`config.mk`:
```
export PLATFORM = sky130hd
export DESIGN_NAME = paged_frame_allocator_top_flat
export DESIGN_NICKNAME = d
export VERILOG_FILES = /design/src/sv/pfa_pkg.sv /design/src/sv/pfa_req_if.sv /design/src/sv/pfa_rsp_if.sv /design/src/sv/pfa_frame_table.sv /design/src/sv/paged_frame_allocator_top.sv /design/src/flat_wrapper.sv
export SDC_FILE = /design/constraint.sdc
export NUM_CORES = 2
export LEC_CHECK = 0
export BUFFER_PORTS_ARGS = -buffer_cell sky130_fd_sc_hd__buf_2
export CELL_PAD_IN_SITES_DETAIL_PLACEMENT = 2
export CELL_PAD_IN_SITES_GLOBAL_PLACEMENT = 2
export CORE_MARGIN = 4
export CORE_UTILIZATION = 50
export CTS_BUF_LIST = sky130_fd_sc_hd__clkbuf_4 sky130_fd_sc_hd__clkbuf_8
export DETAILED_ROUTE_END_ITERATION = 10
export GPL_ROUTABILITY_DRIVEN = 0
export PLACE_DENSITY = 0.83
export SYNTH_ARGS = -nofsm -noshare
export SYNTH_HDL_FRONTEND = slang
export SYNTH_SLANG_ARGS = --single-unit
```
`constraint.sdc`:
```
create_clock -name clk -period 22.4 [get_ports clk]
set_input_delay 5.6 -clock clk [delete_from_list [all_inputs] [get_ports clk]]
set_output_delay 5.6 -clock clk [all_outputs]
set_load 0.005 [all_outputs]
```
`src/sv/pfa_pkg.sv`:
```
`timescale 1ns / 1ps

package pfa_pkg;

  localparam int FRAMES     = 128;
  localparam int PAGE_BYTES = 1000;
  localparam int JOBS       = 16;

  localparam int FRAME_W   = $clog2(FRAMES);
  localparam int CNT_W     = $clog2(FRAMES + 1);
  localparam int JOB_W     = 4;
  localparam int OWNER_W   = $clog2(JOBS + 1);
  localparam int BYTES_W   = 17;
  localparam int ADDR_W    = 17;
  localparam int OFF_W     = 10;
  localparam int STATUS_W  = 3;
  localparam int FRNUM_W   = 7;
  localparam int CHG_W     = 8;
  localparam int OP_W      = 2;

  // x / PAGE_BYTES == (x * RECIP) >> RECIP_SHIFT for every x below 2**DIVIDEND_W
  localparam int DIVIDEND_W  = BYTES_W + 1;
  localparam int RECIP_SHIFT = DIVIDEND_W + $clog2(PAGE_BYTES);
  localparam longint RECIP   = ((longint'(1) << RECIP_SHIFT) + PAGE_BYTES - 1) / PAGE_BYTES;
  localparam int RECIP_W     = $clog2(RECIP + 1);
  localparam int PROD_W      = DIVIDEND_W + RECIP_W;
  localparam int Q_W         = CNT_W;

  typedef enum logic [OP_W-1:0] {
    OP_ALLOC     = 2'd0,
    OP_RECLAIM   = 2'd1,
    OP_TRANSLATE = 2'd2
  } op_t;

  typedef enum logic [STATUS_W-1:0] {
    ST_OK        = 3'd0,
    ST_NO_FRAMES = 3'd1,
    ST_NO_JOB    = 3'd2,
    ST_BOUNDS    = 3'd3,
    ST_EXISTS    = 3'd4
  } status_t;

  typedef enum logic [2:0] {
    S_IDLE,
    S_CHECK,
    S_MUL_Q,
    S_MUL_R,
    S_SCAN,
    S_DONE
  } state_t;

  typedef struct packed {
    logic               en;
    logic [FRAME_W-1:0] addr;
  } tbl_rd_t;

  typedef struct packed {
    logic               en;
    logic [FRAME_W-1:0] addr;
    logic [OWNER_W-1:0] owner;
  } tbl_wr_t;

endpackage

```
`src/sv/pfa_req_if.sv`:
```
`timescale 1ns / 1ps

interface pfa_req_if
  import pfa_pkg::*;
();
  logic               valid;
  logic               ready;
  logic [OP_W-1:0]    operation;
  logic [JOB_W-1:0]   job_id;
  logic [BYTES_W-1:0] byte_count;
  logic [ADDR_W-1:0]  logical_address;

  modport source (output valid, operation, job_id, byte_count, logical_address,
                  input ready);
  modport sink   (input valid, operation, job_id, byte_count, logical_address,
                  output ready);
endinterface

```
`src/sv/pfa_rsp_if.sv`:
```
`timescale 1ns / 1ps

interface pfa_rsp_if
  import pfa_pkg::*;
();
  logic                valid;
  logic                ready;
  logic [STATUS_W-1:0] status;
  logic [FRNUM_W-1:0]  frame_number;
  logic [OFF_W-1:0]    page_offset;
  logic [CHG_W-1:0]    frames_changed;
  logic [CHG_W-1:0]    free_frames;

  modport source (output valid, status, frame_number, page_offset, frames_changed,
                  free_frames, input ready);
  modport sink   (input valid, status, frame_number, page_offset, frames_changed,
                  free_frames, output ready);
endinterface

```
`src/sv/pfa_frame_table.sv`:
```
`timescale 1ns / 1ps

module pfa_frame_table
  import pfa_pkg::*;
(
  input  logic               clk,
  input  logic               rst,
  input  tbl_rd_t            rd,
  input  tbl_wr_t            wr,
  output logic [OWNER_W-1:0] rd_owner
);

  logic [OWNER_W-1:0] mem [FRAMES];
  logic [FRAMES-1:0]  written;
  logic [OWNER_W-1:0] rd_data;
  logic               rd_written;

  always_ff @(posedge clk) begin
    if (wr.en) begin
      mem[wr.addr] <= wr.owner;
    end
    if (rd.en) begin
      rd_data <= mem[rd.addr];
    end
  end

  // never-written entries read as free
  always_ff @(posedge clk) begin
    if (rst) begin
      written    <= '0;
      rd_written <= 1'b0;
    end else begin
      if (wr.en) begin
        written[wr.addr] <= 1'b1;
      end
      if (rd.en) begin
        rd_written <= written[rd.addr];
      end
    end
  end

  assign rd_owner = rd_written ? rd_data : '0;

endmodule

```
`src/sv/paged_frame_allocator_top.sv`:
```
`timescale 1ns / 1ps

// Paged frame allocator: allocate takes the lowest free frames for a job, reclaim
// frees all of a job's frames, translate maps a job's byte address to a frame and
// offset. One word is worked on at a time; req.ready is high only while idle, and a
// finished result sits in the output register so the next word can be taken while
// it waits. A word rejected by the job checks (job exists, job absent, address out
// of bounds, unused operation) goes from the checks straight to the done state.
// Reclaim starts its walk right after the checks; allocate and translate first go
// through the multiplier states S_MUL_Q and S_MUL_R, after which an allocate that
// grants nothing (too few frames, zero bytes) goes to the done state. The walk reads
// the frame table one entry per cycle through its single read port: allocate stops
// at its last granted frame, translate at the frame found or else at the last entry,
// and reclaim always walks all FRAMES entries. A result that cannot leave holds the
// block in its done state. Frame table contents need no clearing pass after reset.
module paged_frame_allocator_top
  import pfa_pkg::*;
(
  input logic      clk,
  input logic      rst,
  pfa_req_if.sink  req,
  pfa_rsp_if.source rsp
);

  state_t state, state_next;

  logic [OP_W-1:0]    op_r;
  logic [JOB_W-1:0]   id_r;
  logic [BYTES_W-1:0] bytes_r;
  logic [ADDR_W-1:0]  addr_r;

  logic [BYTES_W-1:0] job_bytes [JOBS];
  logic [JOBS-1:0]    job_live;
  logic [CNT_W-1:0]   free_count;

  // shared multiplier
  logic [DIVIDEND_W-1:0] mul_a;
  logic [RECIP_W-1:0]    mul_b;
  logic [PROD_W-1:0]     prod;
  logic [Q_W-1:0]        q_now;
  logic [Q_W-1:0]        q_r;

  // table walk
  logic [FRAME_W:0]   rd_idx;
  logic               p_vld;
  logic [FRAME_W-1:0] p_idx;
  logic [CNT_W-1:0]   cnt, cnt_next, cnt_inc;
  logic [OWNER_W-1:0] rd_owner, own_code;
  logic               is_mine, is_free, is_last;
  tbl_rd_t            tbl_rd;
  tbl_wr_t            tbl_wr;

  logic               scan_finish;
  status_t            scan_status;
  logic [FRNUM_W-1:0] scan_frame;
  logic [CHG_W-1:0]   scan_changed;

  logic    check_done;
  status_t check_status;
  logic    alloc_short;

  status_t            res_status;
  logic [FRNUM_W-1:0] res_frame;
  logic [OFF_W-1:0]   res_off;
  logic [CHG_W-1:0]   res_changed;

  logic                rsp_valid_r;
  logic [STATUS_W-1:0] rsp_status_r;
  logic [FRNUM_W-1:0]  rsp_frame_r;
  logic [OFF_W-1:0]    rsp_off_r;
  logic [CHG_W-1:0]    rsp_changed_r;
  logic [CHG_W-1:0]    rsp_free_r;
  logic                out_free;

  pfa_frame_table u_table (
    .clk      (clk),
    .rst      (rst),
    .rd       (tbl_rd),
    .wr       (tbl_wr),
    .rd_owner (rd_owner)
  );

  assign out_free = !rsp_valid_r || rsp.ready;
  assign q_now    = prod[RECIP_SHIFT +: Q_W];
  assign own_code = OWNER_W'(id_r) + OWNER_W'(1);
  assign is_mine  = (rd_owner == own_code);
  assign is_free  = (rd_owner == '0);
  assign is_last  = (p_idx == FRAME_W'(FRAMES - 1));
  assign cnt_inc  = cnt + CNT_W'(1);

  // job checks on the captured word
  always_comb begin
    check_done   = 1'b0;
    check_status = ST_OK;
    case (op_r)
      OP_ALLOC: begin
        if (job_live[id_r]) begin
          check_done   = 1'b1;
          check_status = ST_EXISTS;
        end
      end
      OP_RECLAIM: begin
        if (!job_live[id_r]) begin
          check_done   = 1'b1;
          check_status = ST_NO_JOB;
        end
      end
      OP_TRANSLATE: begin
        if (!job_live[id_r]) begin
          check_done   = 1'b1;
          check_status = ST_NO_JOB;
        end else if (addr_r >= job_bytes[id_r]) begin
          check_done   = 1'b1;
          check_status = ST_BOUNDS;
        end
      end
      default: begin
        check_done = 1'b1;
      end
    endcase
  end

  // allocate that grants nothing: too few frames, or zero bytes
  assign alloc_short = (op_r == OP_ALLOC) &&
                       ((q_now > free_count) || (q_now == '0));

  // one table entry per cycle
  always_comb begin
    cnt_next     = cnt;
    scan_finish  = 1'b0;
    scan_status  = ST_OK;
    scan_frame   = '0;
    scan_changed = '0;
    tbl_wr.en    = 1'b0;
    tbl_wr.addr  = p_idx;
    tbl_wr.owner = '0;
    if (state == S_SCAN && p_vld) begin
      case (op_r)
        OP_ALLOC: begin
          if (is_free) begin
            tbl_wr.en    = 1'b1;
            tbl_wr.owner = own_code;
            cnt_next     = cnt_inc;
            if (cnt_inc == q_r) begin
              scan_finish  = 1'b1;
              scan_changed = CHG_W'(cnt_inc);
            end
          end
        end
        OP_RECLAIM: begin
          if (is_mine) begin
            tbl_wr.en = 1'b1;
            cnt_next  = cnt_inc;
          end
          if (is_last) begin
            scan_finish  = 1'b1;
            scan_changed = CHG_W'(is_mine ? cnt_inc : cnt);
          end
        end
        OP_TRANSLATE: begin
          if (is_mine && cnt == q_r) begin
            scan_finish = 1'b1;
            scan_frame  = FRNUM_W'(p_idx);
          end else begin
            if (is_mine) begin
              cnt_next = cnt_inc;
            end
            if (is_last) begin
              scan_finish = 1'b1;
              scan_status = ST_BOUNDS;
            end
          end
        end
        default: begin
          scan_finish = 1'b1;
        end
      endcase
    end
  end

  // next state
  always_comb begin
    state_next = state;
    unique case (state)
      S_IDLE:  if (req.valid) state_next = S_CHECK;
      S_CHECK: begin
        if (check_done) begin
          state_next = S_DONE;
        end else if (op_r == OP_RECLAIM) begin
          state_next = S_SCAN;
        end else begin
          state_next = S_MUL_Q;
        end
      end
      S_MUL_Q: state_next = S_MUL_R;
      S_MUL_R: state_next = alloc_short ? S_DONE : S_SCAN;
      S_SCAN:  if (scan_finish) state_next = S_DONE;
      S_DONE:  if (out_free) state_next = S_IDLE;
      default: state_next = S_IDLE;
    endcase
  end

  // sequencer outputs
  always_comb begin
    req.ready   = (state == S_IDLE);
    tbl_rd.en   = (state == S_SCAN) && (rd_idx < (FRAME_W + 1)'(FRAMES));
    tbl_rd.addr = rd_idx[FRAME_W-1:0];
    mul_a       = '0;
    mul_b       = '0;
    unique case (state)
      S_MUL_Q: begin
        mul_a = (op_r == OP_ALLOC) ? ({1'b0, bytes_r} + DIVIDEND_W'(PAGE_BYTES - 1))
                                   : DIVIDEND_W'(addr_r);
        mul_b = RECIP_W'(RECIP);
      end
      S_MUL_R: begin
        mul_a = DIVIDEND_W'(q_now);
        mul_b = RECIP_W'(PAGE_BYTES);
      end
      default: ;
    endcase
  end

  always_ff @(posedge clk) begin
    if (rst) begin
      state <= S_IDLE;
    end else begin
      state <= state_next;
    end
  end

  always_ff @(posedge clk) begin
    if (req.valid && req.ready) begin
      op_r    <= req.operation;
      id_r    <= req.job_id;
      bytes_r <= req.byte_count;
      addr_r  <= req.logical_address;
    end
    if (state == S_MUL_Q || state == S_MUL_R) begin
      prod <= PROD_W'(mul_a) * PROD_W'(mul_b);
    end
    if (state == S_MUL_R) begin
      q_r <= q_now;
    end
    if (state == S_SCAN) begin
      p_idx <= rd_idx[FRAME_W-1:0];
    end
    unique case (state)
      S_CHECK: begin
        res_status  <= check_status;
        res_frame   <= '0;
        res_off     <= '0;
        res_changed <= '0;
      end
      S_MUL_R: begin
        if (op_r == OP_ALLOC && q_now > free_count) begin
          res_status <= ST_NO_FRAMES;
        end
      end
      S_SCAN: begin
        if (scan_finish) begin
          res_status  <= scan_status;
          res_frame   <= scan_frame;
          res_changed <= scan_changed;
          if (op_r == OP_TRANSLATE && scan_status == ST_OK) begin
            res_off <= OFF_W'(addr_r - prod[ADDR_W-1:0]);
          end
        end
      end
      default: ;
    endcase
  end

  // walk counters
  always_ff @(posedge clk) begin
    if (rst || state != S_SCAN) begin
      rd_idx <= '0;
      p_vld  <= 1'b0;
      cnt    <= '0;
    end else begin
      p_vld <= tbl_rd.en;
      cnt   <= cnt_next;
      if (tbl_rd.en) begin
        rd_idx <= rd_idx + (FRAME_W + 1)'(1);
      end
    end
  end

  // job records and free count
  always_ff @(posedge clk) begin
    if (rst) begin
      job_live   <= '0;
      free_count <= CNT_W'(FRAMES);
      for (int j = 0; j < JOBS; j++) begin
        job_bytes[j] <= '0;
      end
    end else begin
      if (state == S_MUL_R && op_r == OP_ALLOC && q_now == '0) begin
        job_live[id_r]  <= 1'b1;
        job_bytes[id_r] <= bytes_r;
      end
      if (state == S_SCAN && scan_finish) begin
        if (op_r == OP_ALLOC) begin
          job_live[id_r]  <= 1'b1;
          job_bytes[id_r] <= bytes_r;
          free_count      <= free_count - q_r;
        end else if (op_r == OP_RECLAIM) begin
          job_live[id_r]  <= 1'b0;
          job_bytes[id_r] <= '0;
          free_count      <= free_count + CNT_W'(scan_changed);
        end
      end
    end
  end

  // output register
  always_ff @(posedge clk) begin
    if (rst) begin
      rsp_valid_r <= 1'b0;
    end else if (state == S_DONE && out_free) begin
      rsp_valid_r <= 1'b1;
    end else if (rsp.ready) begin
      rsp_valid_r <= 1'b0;
    end
    if (state == S_DONE && out_free) begin
      rsp_status_r  <= res_status;
      rsp_frame_r   <= res_frame;
      rsp_off_r     <= res_off;
      rsp_changed_r <= res_changed;
      rsp_free_r    <= CHG_W'(free_count);
    end
  end

  assign rsp.valid          = rsp_valid_r;
  assign rsp.status         = rsp_status_r;
  assign rsp.frame_number   = rsp_frame_r;
  assign rsp.page_offset    = rsp_off_r;
  assign rsp.frames_changed = rsp_changed_r;
  assign rsp.free_frames    = rsp_free_r;

  a_free_bound: assert property (@(posedge clk) disable iff (rst)
    free_count <= CNT_W'(FRAMES))
    else $error("free frame count above table size");

  a_wr_in_scan: assert property (@(posedge clk) disable iff (rst)
    tbl_wr.en |-> state == S_SCAN)
    else $error("frame table written outside a walk");

  a_alloc_bound: assert property (@(posedge clk) disable iff (rst)
    (state == S_SCAN && op_r == OP_ALLOC) |-> cnt < q_r)
    else $error("allocate granted past its need");

  a_result_out: assert property (@(posedge clk) disable iff (rst)
    (state == S_DONE && out_free) |=> (rsp_valid_r && state == S_IDLE))
    else $error("result not loaded into output register");

endmodule

```
`src/flat_wrapper.sv`:
```
// flat-port wrapper written by rule: the top's interface ports become plain ports
module paged_frame_allocator_top_flat import pfa_pkg::*;
  (clk, rst, req_valid, req_operation, req_job_id, req_byte_count, req_logical_address, req_ready, rsp_valid, rsp_status, rsp_frame_number, rsp_page_offset, rsp_frames_changed, rsp_free_frames, rsp_ready);
  pfa_req_if req_i ();
  pfa_rsp_if rsp_i ();
  input logic clk;
  input logic rst;
  input wire logic [$bits(req_i.valid)-1:0] req_valid;
  input wire logic [$bits(req_i.operation)-1:0] req_operation;
  input wire logic [$bits(req_i.job_id)-1:0] req_job_id;
  input wire logic [$bits(req_i.byte_count)-1:0] req_byte_count;
  input wire logic [$bits(req_i.logical_address)-1:0] req_logical_address;
  output wire logic [$bits(req_i.ready)-1:0] req_ready;
  output wire logic [$bits(rsp_i.valid)-1:0] rsp_valid;
  output wire logic [$bits(rsp_i.status)-1:0] rsp_status;
  output wire logic [$bits(rsp_i.frame_number)-1:0] rsp_frame_number;
  output wire logic [$bits(rsp_i.page_offset)-1:0] rsp_page_offset;
  output wire logic [$bits(rsp_i.frames_changed)-1:0] rsp_frames_changed;
  output wire logic [$bits(rsp_i.free_frames)-1:0] rsp_free_frames;
  input wire logic [$bits(rsp_i.ready)-1:0] rsp_ready;
  assign req_i.valid = req_valid;
  assign req_i.operation = req_operation;
  assign req_i.job_id = req_job_id;
  assign req_i.byte_count = req_byte_count;
  assign req_i.logical_address = req_logical_address;
  assign req_ready = req_i.ready;
  assign rsp_valid = rsp_i.valid;
  assign rsp_status = rsp_i.status;
  assign rsp_frame_number = rsp_i.frame_number;
  assign rsp_page_offset = rsp_i.page_offset;
  assign rsp_frames_changed = rsp_i.frames_changed;
  assign rsp_free_frames = rsp_i.free_frames;
  assign rsp_i.ready = rsp_ready;
  paged_frame_allocator_top u_core (.clk(clk), .rst(rst), .req(req_i), .rsp(rsp_i));
endmodule
```
Yosys cells after proc, flatten, opt, wreduce, memory -nomap -nowiden
Memory sizes are Yosys's and may differ from the RTL's. A register that Yosys moved wholly into a read port is not among the register bits.
Cells that the tools add are included.
Widths: inputs -> output; s select.
{"block": "totals", "register_bits": 329, "ram_bits": 912, "input_bits": 44, "wordCells": 203, "mem_count": 2}
{"memory": "u_core.u_table.mem", "words": 128, "width": 5, "read_ports": 1, "rd_ports_with_merged_regs": 1, "wr": 1, "line": "pfa_frame_table.sv:13", "source": "logic [OWNER_W-1:0] mem [FRAMES];"}
{"memory": "u_core.job_bytes", "words": 16, "width": 17, "read_ports": 1, "rd_ports_with_merged_regs": 1, "wr": 16, "line": "paged_frame_allocator_top.sv:32", "source": "logic [BYTES_W-1:0] job_bytes [JOBS];"}
{"block": "op_classes", "add_sub_neg": 7, "n_mul": 1, "magnitude_cmp": 8, "n_eq_ne": 19, "n_mux": 99, "bitwise_logic": 7, "n_reduce_logical": 35}
{"operator": "$or 128x128->128", "count": 1}
{"operator": "$mux 16", "count": 5}
{"operator": "$mux 8", "count": 10}
{"operator": "$mux 17", "count": 3}
{"operator": "$pmux 19 s2", "count": 1}
{"operator": "$mul 18x19->36", "count": 1}
{"operator": "$mux 1", "count": 36}
{"operator": "$mux 3", "count": 12}
{"operator": "$pmux 18 s2", "count": 1}
{"operator": "$or 16x16->16", "count": 2}
{"operator": "$pmux 8 s2", "count": 2}
{"operator": "$mux 7", "count": 4}
{"operator": "$pmux 8 s3", "count": 1}
{"operator": "$mux 10", "count": 2}
{"operator": "$mux 5", "count": 4}
{"operator": "$pmux 10 s2", "count": 1}
{"operator": "$add 17x10->18 const B", "count": 1}
{"operator": "$mux 18", "count": 1}
{"operator": "$pmux 3 s3", "count": 2}
{"operator": "$pmux 3 s6", "count": 1}
{"operator": "$ge 17x17->1", "count": 1}
{"operator": "$reduce_or 17->1", "count": 1}
{"operator": "$add 8x1->8 const B", "count": 2}
{"operator": "$and 16x16->16", "count": 1}
{"operator": "other kinds (44)", "count": 80}

Logic depth before layout (Yosys ltp)
{"block": "depth", "ltp_word": 14, "ltp_mapped": 31, "mapped_depth_nobuf": 31}

Modules after synthesis
A second synthesis with hierarchy kept.
{"block": "unflattened", "cells_unflattened": 3749, "area_unflattened_um2": 56653.1}
{"mod": "pfa_frame_table", "instances": 1, "cells_each": 1591, "area_per_inst_um2": 29882.4, "seq_area_each_um2": 21951.1}
{"mod": "paged_frame_allocator_top", "instances": 1, "cells_each": 2158, "area_per_inst_um2": 26770.7, "seq_area_each_um2": 13202.7}

Worst setup path after synthesis
OpenSTA, ideal clock, no wires.
{"block": "synth_path", "path_type": "input-to-reg", "start": "input port rsp_ready", "end": "register u_core.rsp_frame_r[0], in the netlist u_core.rsp.frame_number[0] (enable)", "setup_time_ps": 429, "arrival_time_ps": 7343, "t_required_ps": 21971, "path_slack_ps": 14628, "stages": 3, "n_path_buf": 0, "path_cell_list": "nand2b_1 > nand2_1 > nor2_1"}
{"block": "synth_via", "elab_chain_len": 2}
{"element": "start, declared", "line": "flat_wrapper.sv:20", "source": "input wire logic [$bits(rsp_i.ready)-1:0] rsp_ready;"}
{"element": "$logic_or 1x1->1", "line": "paged_frame_allocator_top.sv:83", "source": "assign out_free = !rsp_valid_r || rsp.ready;"}
{"element": "$logic_and 1x1->1", "line": "paged_frame_allocator_top.sv:325", "source": "if (state == S_DONE && out_free) begin"}
{"element": "end signal, assigned", "line": "paged_frame_allocator_top.sv:327", "source": "rsp_frame_r <= res_frame;"}
{"element": "end, declared", "line": "paged_frame_allocator_top.sv:69", "source": "logic [FRNUM_W-1:0] rsp_frame_r;"}
No other way between the ends.
A chain may end at the register's enable or synchronous reset.

Worst setup path after layout
{"block": "layout_path", "start": "register u_core.bytes_r[6]", "end": "register u_core.prod[35] (data pin)"}
{"block": "layout_via", "elab_chain_len": 4}
{"element": "start, declared", "line": "paged_frame_allocator_top.sv:29", "source": "logic [BYTES_W-1:0] bytes_r;"}
{"element": "start signal, assigned", "line": "paged_frame_allocator_top.sv:236", "source": "bytes_r <= req.byte_count;"}
{"element": "$add 17x10->18", "line": "paged_frame_allocator_top.sv:212", "source": "mul_a = (op_r == OP_ALLOC) ? ({1'b0, bytes_r} + DIVIDEND_W'(PAGE_BYTES - 1))"}
{"element": "$mux 18", "line": "paged_frame_allocator_top.sv:212"}
{"element": "$pmux 18 s2", "line": "paged_frame_allocator_top.sv:210", "source": "unique case (state)"}
{"element": "$mul 18x19->36", "line": "paged_frame_allocator_top.sv:240", "source": "prod <= PROD_W'(mul_a) * PROD_W'(mul_b);"}
{"element": "end signal, assigned", "line": "paged_frame_allocator_top.sv:240"}
{"element": "end, declared", "line": "paged_frame_allocator_top.sv:39", "source": "logic [PROD_W-1:0] prod;"}
No other way between the ends.

==> impl_metrics.py <==
metrics = {
    "run_status": {
        "run_status": "finished, final reports clean",
    },
    "critical_path": {
        "rr_worst_depth": 28,
        "crit_fanout": 6,
        "cp_common_cell": "fa_1",
        "required_time_at_the_worst_slack_endpoint_ns": 23.12,
        "worstPathArrival_ns": 9.65,
        "timing.critical_path.from_type": "register",
        "timing_worst_setup_path_type": "reg2reg",
        "type_of_destination_of_the_critical_path": "register",
        "critical_path.reg2reg.startpoint": "u_core.bytes_r[6]",
        "r2r-end": "u_core.prod[35]",
        "regToRegSetupSlack_ns": 13.47,
        "max_stage_delay_ns": 0.72,
        "cp_slowest_cell": "nor2_1",
    },
    "floorplanning": {
        "die-width_um": 344,
        "fp.dieArea_um2": 118000,
        "io-pin-count": 82,
        "std_cell_rows": 122,
        "initial_core_util": 0.506,
        "die_height_um": 344,
        "coreArea_um2": 111000,
    },
    "global_route": {
        "gr-total-overflow": 0,
        "grt_max_degree": 109,
        "globalRouteTotalUtil": 0.361,
        "grt_pass1_wl_um": 304000,
        "first_global_vias": 39400,
        "initial_antenna_violation_count": 5,
    },
    "synth": {
        "ys_dominant_reg_cell": "edfxtp_1",
        "synth-edff-count": 1052,
        "synth.top_cell.area_share": 0.561,
        "synth-warning-count": 0,
        "async_reset_ff_frac": 0,
        "top_cell_type_by_total_area_after_synthesis": "edfxtp_1",
        "syn-cell-area_um2": 56300,
        "synth.avg_cell_area_um2": 15.3,
        "ys_seq_elements": 1230,
        "ys_seq_area_frac": 0.624,
        "synthCells": 3685,
        "ys_types": 72,
        "netlist_top_cells_area": "edfxtp_1 (56%), mux4_2 (14%), dfxtp_1 (6.3%)",
    },
    "clock_network": {
        "clk_latency_ns": 0.94,
        "clockRootBuffer": "clkbuf_8",
        "post_cts.repair.setup_buffers": 0,
        "cts_tree": "built",
        "ctsLongestPathBuffers": 3,
        "cts-resized-gates": 0,
        "cts_made_buffers": 201,
        "htree_num_levels": 4,
        "cts-hold-fix-buffers": 0,
        "clock_sinks": 1230,
        "worst_setup_hold_path_clk_slew_ns": 0.07,
    },
    "routing": {
        "drt_first_pass_iters": 6,
        "via_count": 37100,
        "antenna_violating_nets_post_route": 0,
        "totalWireLength_um": 215000,
        "drtIter0Drc": 4969,
        "detail_route.drc_violations": 0,
        "wire_per_inst_um": 38.8,
        "post_drt_via_cell_ratio": 6.68,
    },
    "sta": {
        "finalWorstPathRequiredPeriod_ns": 8.93,
        "final.setup.tns_ns": 0,
        "fmax_ghz": 0.112,
        "worst-slew-pin-transition_ns": 1.46,
        "final_max_slew_viol_count": 0,
        "rsz0062_at_grt": "no",
        "hold_slack_ns": 0.421,
        "hold_violations": 0,
        "timing.max_slew.rel_slack": 0.0231,
        "final.period_utilization": 0.399,
        "finalSetupViolations": 0,
        "finClkSkew_ns": 0.0765,
    },
    "power": {
        "cellPowerDensity_nw_per_um2": 94.0,
        "max-vdd-ir-drop_v": 0.0000602,
        "power.static_leakage_uw": 0.0244,
        "design_power_total_uw": 5890,
    },
    "layout": {
        "final_net_count": 4247,
        "layout_common_cells": "edfxtp_1 (1,052), nor2_1 (702), mux4_2 (342), inv_1 (292), clkbuf_8 (223)",
        "drive_above_1_share": 0.215,
        "final_common_cell": "edfxtp_1",
        "area.growth.synth_to_final_pct": 11.3,
        "layout.core_utilization": 0.564,
    },
    "worst_hold_path": {
        "hold_end": "u_core.rsp.frames_changed[5]",
        "hold_path_startpoint": "u_core.res_changed[5]",
        "min_path_type": "reg2reg",
        "hold_depth": 0,
    },
    "place": {
        "post-dp-hpwl_um": 125000,
        "port_buffers": 81,
    },
    "flow_run": {
        "drv_cap": 0,
    },
}
-- state kept, by name, indices dropped and copies added (netlist names), 10 cells and up, named ones only --
name,count
u_core.u_table.written,128
u_core.job_live,16
u_core.res_off,10
u_core.u_table.mem,640
u_core.job_bytes,272
u_core.prod,16
u_core.addr_r,17
u_core.bytes_r,17
u_core.rsp.page_offset,10
-- worst max-delay path, delay by kind of cell (launching register included) --
family,cells,cell delay (ns)
simple gates,9,2.94
buf+inv,4,0.37
flops,1,0.57
compound gates,7,1.38
xor+xnor,1,0.12
fa+ha+maj,7,3.38
-- per-stage QoR --
step / worst slack (ns) / instance area (um2) / cells
final: 13.47 / 62700 / 5553
after global routing: 13.08 / 62700 / 5548
after CTS: 13.55 / 62700 / 5545
after detailed placement: 13.22 / 58500 / 5165
after global placement: 13.44 / 58500 / 5165
after floorplan: 14.63 / 56500 / 3733
-- cell usage after synthesis (all sizes together), types with 4 or more instances --
cell type,number
nor3,20
dfxtp,178
nand2,118
o21a,31
nor2b,15
or4,7
edfxtp,1052
o21ai,35
a221oi,4
a21o,29
nor3b,6
mux2,9
a21oi,50
mux2i,11
clkbuf,130
or3,8
nand3,35
nor4,7
o211ai,14
buf,53
fa,138
and2,16
and3,22
inv,293
a31oi,16
ha,184
a311oi,12
nand2b,10
nand4,13
a211oi,19
nor2,709
xnor2,33
xor2,29
mux4,342
-- worst max-delay path by stage --
stage,end,start,depth (start not counted)
after floorplan,u_core.rsp.frame_number[0],rsp_ready,3
after global placement,u_core.job_bytes[4][10],rst,5
after detailed placement,u_core.job_bytes[6][15],rst,5
after CTS,u_core.prod[35],u_core.bytes_r[6],28
after global routing,u_core.prod[35],u_core.bytes_r[6],28
final,u_core.prod[35],u_core.bytes_r[6],28
-- logic make-up after synthesis --
family,share of synthesized area
AOI/OAI and AO/OA,0.0285
xor gates and xnor gates,0.00964
and+or+nand+nor,0.0748
DFF,0.624
other,0.000133
buffers and inverters,0.0328
adders and majority gates,0.0899
muxes,0.140
-- layout make-up --
class                   count  area, um2
fillers                  9692      48600
flip-flops and latches   1230      35200
multi-input cells        2027      19600
clock buffers             306       3690
well taps                1488       1860
inverters                 293       1100
repair buffers            128        777
clock inverters            74        494
diodes                      7       17.5
-- where the power goes --
group,internal [uW],switching [uW]
registers,2540,103
logic,399,672
clock network,1100,1090
-- routing by layer --
layer | part of all wire | GRT usage | up-vias
met1 | 0.36 | 0.461 | 19500
met4 | 0.055 | 0.166 | 4
li1 | - | - | 14000
met2 | 0.49 | 0.590 | 2890
met5 | 0.00011 | 0 | -
met3 | 0.10 | 0.0843 | 753
(Power assumes the default switching activity.)
